[config.mk]
export PLATFORM = sky130hd
export DESIGN_NAME = ire_ctrl
export DESIGN_NICKNAME = d
export VERILOG_FILES = /design/src/rtl/ire_pkg.sv /design/src/rtl/ire_ctrl.sv
export SDC_FILE = /design/constraint.sdc
export NUM_CORES = 1
export LEC_CHECK = 0
export BUFFER_PORTS_ARGS = -buffer_cell sky130_fd_sc_hd__buf_2
export CAP_MARGIN = 20
export CORE_MARGIN = 4
export CORE_UTILIZATION = 49
export CTS_CLUSTER_SIZE = 25
export DETAILED_ROUTE_END_ITERATION = 8
export PLACE_DENSITY = 0.83
export SLEW_MARGIN = 20
export SYNTH_ARGS = -nofsm -noshare
export SYNTH_HDL_FRONTEND = slang
export SYNTH_SLANG_ARGS = --single-unit
[constraint.sdc]
create_clock -name clk -period 4.1 [get_ports clk]
set_input_delay 0.82 -clock clk [delete_from_list [all_inputs] [get_ports clk]]
set_output_delay 0.82 -clock clk [all_outputs]
set_load 0.05 [all_outputs]
[src/rtl/ire_pkg.sv]
// Package for the interpolation registry engine.
// Holds sizes, codes, state type and the controller/datapath bundles; no dependencies.
package ire_pkg;

  localparam int TABLE_ENTRIES = 64;
  localparam int OBJECT_COUNT  = 4096;
  localparam int KIND_COUNT    = 5;

  localparam int FUNC_W  = 3;
  localparam int KIND_W  = 3;
  localparam int OBJ_W   = 12;
  localparam int VAL_W   = 32;
  localparam int FRAC_W  = 17;
  localparam int STAT_W  = 3;

  localparam int IDX_W     = $clog2(TABLE_ENTRIES);
  localparam int CNT_W     = $clog2(TABLE_ENTRIES + 1);
  localparam int KEY_COUNT = KIND_COUNT * OBJECT_COUNT;
  localparam int KEY_W     = $clog2(KEY_COUNT);
  localparam int EKEY_W    = KIND_W + OBJ_W;
  localparam int PAIR_W    = 2 * VAL_W;
  localparam int PROD_W    = VAL_W + FRAC_W + 1;
  localparam int FRAC_ONE  = 65536;
  localparam int FRAC_SH   = 16;

  localparam logic [KIND_W-1:0] KIND_FLOOR_PAN = KIND_W'(2);

  typedef enum logic [FUNC_W-1:0] {
    FN_REGISTER     = 3'd0,
    FN_UNREGISTER   = 3'd1,
    FN_SET_CURRENT  = 3'd2,
    FN_TICK_CAPTURE = 3'd3,
    FN_RENDER_FRAME = 3'd4
  } func_t;

  typedef enum logic [STAT_W-1:0] {
    ST_DONE    = 3'd0,
    ST_IGNORED = 3'd1,
    ST_FULL    = 3'd2,
    ST_FRAME   = 3'd3,
    ST_EMPTY   = 3'd4
  } res_t;

  typedef enum logic [3:0] {
    S_IDLE, S_DISP, S_SLOT, S_KEY, S_CHK, S_MV_RD, S_MV_WR, S_CLR,
    S_TK_RD, S_TK_WR, S_FR_RD, S_FR_MUL, S_FR_OUT, S_RES
  } state_t;

  typedef struct packed {
    logic in_ready;
    logic latch;
    logic capture_slot;
    logic addr_idx;
    logic do_register;
    logic do_set;
    logic do_unreg;
    logic do_move;
    logic do_clear;
    logic tick_wr;
    logic idx_zero_ld;
    logic idx_top_ld;
    logic idx_inc;
    logic idx_dec;
    logic mul;
    logic load_frame;
    logic load_res;
    res_t res_status;
  } cmd_t;

  typedef struct packed {
    logic              in_valid;
    logic [FUNC_W-1:0] func;
    logic              key_ok;
    logic              hit;
    logic              full;
    logic              cnt_zero;
    logic              move_need;
    logic              idx_last;
    logic              idx_zero;
    logic              out_free;
  } sts_t;

  function automatic logic [KEY_W-1:0] key_of(input logic [KIND_W-1:0] kind,
                                              input logic [OBJ_W-1:0] obj);
    key_of = KEY_W'(KEY_W'(kind) * KEY_W'(OBJECT_COUNT)) + KEY_W'(obj);
  endfunction

endpackage

[src/rtl/ire_ctrl.sv]
// Sequencer of the interpolation registry engine.
// Depends on ire_pkg; drives cmd_t to ire_dp and reads sts_t back.
module ire_ctrl (
  input  logic          clk,
  input  logic          rst_n,
  input  ire_pkg::sts_t sts,
  output ire_pkg::cmd_t cmd
);
  import ire_pkg::*;

  state_t state_r, state_nxt;
  res_t   st_r, st_nxt;

  always_ff @(posedge clk) begin
    if (!rst_n) begin
      state_r <= S_IDLE;
      st_r    <= ST_DONE;
    end else begin
      state_r <= state_nxt;
      st_r    <= st_nxt;
    end
  end

  always_comb begin
    cmd            = '0;
    cmd.res_status = st_r;
    state_nxt      = state_r;
    st_nxt         = st_r;
    unique case (state_r)
      S_IDLE: begin
        cmd.in_ready = 1'b1;
        if (sts.in_valid) begin
          cmd.latch = 1'b1;
          state_nxt = S_DISP;
        end
      end
      S_DISP: begin
        case (sts.func) inside
          FN_REGISTER, FN_UNREGISTER, FN_SET_CURRENT: state_nxt = S_SLOT;
          FN_TICK_CAPTURE: begin
            st_nxt = ST_DONE;
            if (sts.cnt_zero) begin
              state_nxt = S_RES;
            end else begin
              cmd.idx_zero_ld = 1'b1;
              state_nxt       = S_TK_RD;
            end
          end
          FN_RENDER_FRAME: begin
            if (sts.cnt_zero) begin
              st_nxt    = ST_EMPTY;
              state_nxt = S_RES;
            end else begin
              cmd.idx_top_ld = 1'b1;
              state_nxt      = S_FR_RD;
            end
          end
          default: begin
            st_nxt    = ST_IGNORED;
            state_nxt = S_RES;
          end
        endcase
      end
      S_SLOT: state_nxt = S_KEY;
      S_KEY: begin
        cmd.capture_slot = 1'b1;
        state_nxt        = S_CHK;
      end
      S_CHK: begin
        state_nxt = S_RES;
        st_nxt    = ST_IGNORED;
        case (sts.func)
          FN_REGISTER: begin
            if (!sts.key_ok || sts.hit) begin
              st_nxt = ST_IGNORED;
            end else if (sts.full) begin
              st_nxt = ST_FULL;
            end else begin
              cmd.do_register = 1'b1;
              st_nxt          = ST_DONE;
            end
          end
          FN_SET_CURRENT: begin
            if (sts.hit) begin
              cmd.do_set = 1'b1;
              st_nxt     = ST_DONE;
            end
          end
          FN_UNREGISTER: begin
            if (sts.hit) begin
              cmd.do_unreg = 1'b1;
              st_nxt       = ST_DONE;
              state_nxt    = sts.move_need ? S_MV_RD : S_CLR;
            end
          end
          default: st_nxt = ST_IGNORED;
        endcase
      end
      S_MV_RD: begin
        cmd.addr_idx = 1'b1;
        state_nxt    = S_MV_WR;
      end
      S_MV_WR: begin
        cmd.addr_idx = 1'b1;
        cmd.do_move  = 1'b1;
        state_nxt    = S_CLR;
      end
      S_CLR: begin
        cmd.do_clear = 1'b1;
        state_nxt    = S_RES;
      end
      S_TK_RD: begin
        cmd.addr_idx = 1'b1;
        state_nxt    = S_TK_WR;
      end
      S_TK_WR: begin
        cmd.addr_idx = 1'b1;
        cmd.tick_wr  = 1'b1;
        if (sts.idx_last) begin
          state_nxt = S_RES;
        end else begin
          cmd.idx_inc = 1'b1;
          state_nxt   = S_TK_RD;
        end
      end
      S_FR_RD: begin
        cmd.addr_idx = 1'b1;
        state_nxt    = S_FR_MUL;
      end
      S_FR_MUL: begin
        cmd.addr_idx = 1'b1;
        cmd.mul      = 1'b1;
        state_nxt    = S_FR_OUT;
      end
      S_FR_OUT: begin
        cmd.addr_idx = 1'b1;
        if (sts.out_free) begin
          cmd.load_frame = 1'b1;
          if (sts.idx_zero) begin
            state_nxt = S_IDLE;
          end else begin
            cmd.idx_dec = 1'b1;
            state_nxt   = S_FR_RD;
          end
        end
      end
      S_RES: begin
        if (sts.out_free) begin
          cmd.load_res = 1'b1;
          state_nxt    = S_IDLE;
        end
      end
      default: state_nxt = S_IDLE;
    endcase
  end
endmodule

==> impl_metrics.py <==
metrics = {
    "drt": {
        "vias": 864,
        "drt-total-wl_um": 2046,
        "drcViolationCount": 0,
        "drt-initial-drc-count": 18,
        "wl_per_cell_um": 14.11,
        "viasPerCell": 5.959,
        "ant_nets": 0,
        "dr.pass1.iters": 4,
    },
    "worst_setup_path": {
        "slowest_stage": "dfxtp_1",
        "crit_path_max_incr_delay_ns": 0.64,
        "critPathKind": "register to output pin",
        "cp_cell_sequence": "or4b_4, nor4_4, buf_2",
        "startpoint_type": "register",
        "crit_path_end_kind": "output pin",
        "cp_top_family": "simple AND/OR/NAND/NOR gates",
        "r2r_cells": 4,
        "r2r_end": "st_r[2]",
        "cp.arrival_ns": 2.18,
        "cp.required_ns": 3.28,
        "reg2reg_slack_ns": 2.14,
        "cp_num_buf_inv": 1,
        "crit_fanout": 17,
        "r2r-start": "state_r[2]",
    },
    "layout": {
        "diodes": 0,
        "layout-drive-gt1-share_pct": 33.08,
        "final_common_cell": "buf_2",
        "final_area_um2": 937.1,
        "area_growth_syn_to_layout_pct": 24.83,
        "utilization_pct": 68.59,
        "instances_no_fill": 145,
        "final_nets": 145,
        "final_cell_mix": "buf_2 (33), nor2_1 (10), a21oi_1 (7), dfxtp_1 (7), nand2b_1 (6)",
    },
    "flow_run": {
        "drv_cap": 0,
    },
    "grt": {
        "antenna_found_initial": 0,
        "grt_usage_pct": 20.59,
        "overflow": 0,
        "grt_pass1_wl_um": 3367,
        "grt_max_degree": 22,
        "grt_pass1_vias": 763,
    },
    "sta": {
        "tightestPinTransition_ns": 0.6500,
        "fin_hold_ws_ns": 0.4704,
        "rsz0062_at_grt": "false",
        "final_hold_viol_count": 0,
        "finalMaxSlewViolations": 0,
        "fmax_ghz": 0.3334,
        "tns_ns": 0,
        "finalCriticalPeriod_ns": 2.999,
        "period_share_pct": 73.15,
        "setup_viol": 0,
        "finClkSkew_ns": 0.008691,
        "layout_setup_ws_ns": 1.101,
        "maxSlewHeadroom_pct": 56.61,
    },
    "synth": {
        "async_flop_share_pct": 0,
        "synth_edf_count": 0,
        "yosysWarnings": 0,
        "synth.distinct_cells": 46,
        "synth_flop_cell": "dfxtp_1",
        "yosys_register_bits": 7,
        "syn-num-nets": 113,
        "synthCells": 99,
        "synth_area_um2": 750.7,
        "seq_area_frac_synth_pct": 18.67,
        "synth_area_per_cell_um2": 7.583,
    },
    "clock_network": {
        "post_cts_buffers": 0,
        "cts.sinks": 7,
        "cts-hold-fix-buffers": 0,
        "cts_max_level": 1,
        "postCtsResizedCells": 0,
        "clk_latency_ns": 0.25,
        "clockRootBuffer": "clkbuf_4",
        "cts_tree": "yes",
        "cts_buffers": 3,
        "cts_buffer_depth": 2,
        "cts.clk_slew.worst_paths_ns": 0.06,
    },
    "die": {
        "die_area_mm2": 0.002222,
        "initial_core_util_pct": 54.95,
        "die_h_um": 47.14,
        "design.core.area_mm2": 0.001366,
        "rows": 13,
        "io_pins": 34,
        "die_w_um": 47.14,
    },
    "pwr": {
        "combPwrFrac_pct": 64.0,
        "powerDensity_mw_per_mm2": 705.1,
        "power_mw": 0.6607,
        "power.share.switching_pct": 56.62,
        "p_sw_mw": 0.3741,
        "p_leak_nw": 0.4011,
        "p_seq_share_pct": 26.6,
        "p_int_mw": 0.2866,
        "clock_power_share_pct": 9.3,
        "ir_worst_vdd_v": 0.0004607,
    },
    "hold_path": {
        "min_from": "st_r[1]",
        "holdCritPathClass": "register to register",
        "holdPathEnd": "st_r[1]",
        "whs_path_depth": 2,
    },
    "placement": {
        "gp_congestion": 0.8251,
        "place_area_um2": 910.9,
        "dp.cells": 141,
        "dp_hpwl_um": 1554,
        "io_buffers": 33,
        "dpl_worst_slack_ns": 1.390,
    },
    "outcome": {
        "status": "finished, final reports clean",
    },
}
-- tightest hold or removal path, stage by stage, from the launching register on --
cell and delay [ns]:
dfxtp_1 0.30, o21ai_1 0.06, a21oi_1 0.06
-- power by group through the flow --
| stage | registers (mW) | logic, mW | clock network, mW |
|---|---|---|---|
| finish | 0.176 | 0.423 | 0.0617 |
| global route | 0.187 | 0.460 | 0.0690 |
| CTS | 0.173 | 0.425 | 0.0643 |
| detailed placement | 0.174 | 0.422 | 0 |
| global placement | 0.168 | 0.415 | 0 |
| floorplan | 0.140 | 0.370 | 0 |
-- logic make-up (layout without fill, tap and decap cells) --
| logic type | count (synthesis) | in the layout | share of synthesized area [%] |
|---|---|---|---|
| AOI/OAI and AO/OA | 30 | 30 | 28.67 |
| xor gates and xnor gates | 1 | 1 | 1.167 |
| and+or+nand+nor | 50 | 50 | 43.17 |
| DFF | 7 | 7 | 18.67 |
| buffers and inverters | 8 | 39 | 4.165 |
| muxes | 3 | 3 | 4.167 |
-- area by class of cell --
type,count,area (um^2)
inverter,2,7.507
fill,134,429.2
multi-input combinational,84,579.3
timing repair buffer,33,165.2
tap,15,18.77
sequential,7,140.1
clock buffer,4,26.28
-- worst max-delay path by stage --
| stage | startpoint | endpoint | cells after the start |
|---|---|---|---|
| floorplan | state_r[1] | cmd[18] | 4 |
| global placement | state_r[0] | cmd[8] | 3 |
| detailed placement | state_r[0] | cmd[8] | 3 |
| CTS | state_r[0] | cmd[8] | 3 |
| global route | state_r[2] | cmd[15] | 4 |
| finish | state_r[0] | cmd[8] | 3 |
-- Yosys cell counts, types with 2 or more instances --
master | instances | area, um^2
a21o_1 | 2 | 15.01
mux2i_1 | 2 | 20.02
dfxtp_1 | 7 | 140.1
nor3_1 | 4 | 20.02
a22o_1 | 2 | 17.52
inv_1 | 2 | 7.510
a21oi_1 | 7 | 35.03
o21ai_0 | 3 | 15.01
o211ai_1 | 2 | 15.01
nor3b_1 | 2 | 15.01
nand3b_1 | 3 | 22.52
nand2_1 | 4 | 15.01
nand2b_1 | 6 | 37.54
o21ai_1 | 2 | 10.01
nor2_1 | 10 | 37.54
and2_1 | 2 | 12.51
o2bb2ai_1 | 2 | 17.52
nor2b_1 | 3 | 18.77
clkbuf_1 | 4 | 15.01
or3_1 | 4 | 25.02
-- state kept, by name, indices dropped and copies added, names as in the netlist --
signal	count
st_r	3
state_r	4
-- layer usage --
metal  global-route usage, %  part of all wire (%)  vias up
met5                       0                     0        -
met4                   4.972                     0        0
met3                   1.149                   7.0        0
met2                   32.79                    48       31
met1                   30.28                    45      394
li1                        -                     -      439
(Power assumes the default switching activity.)
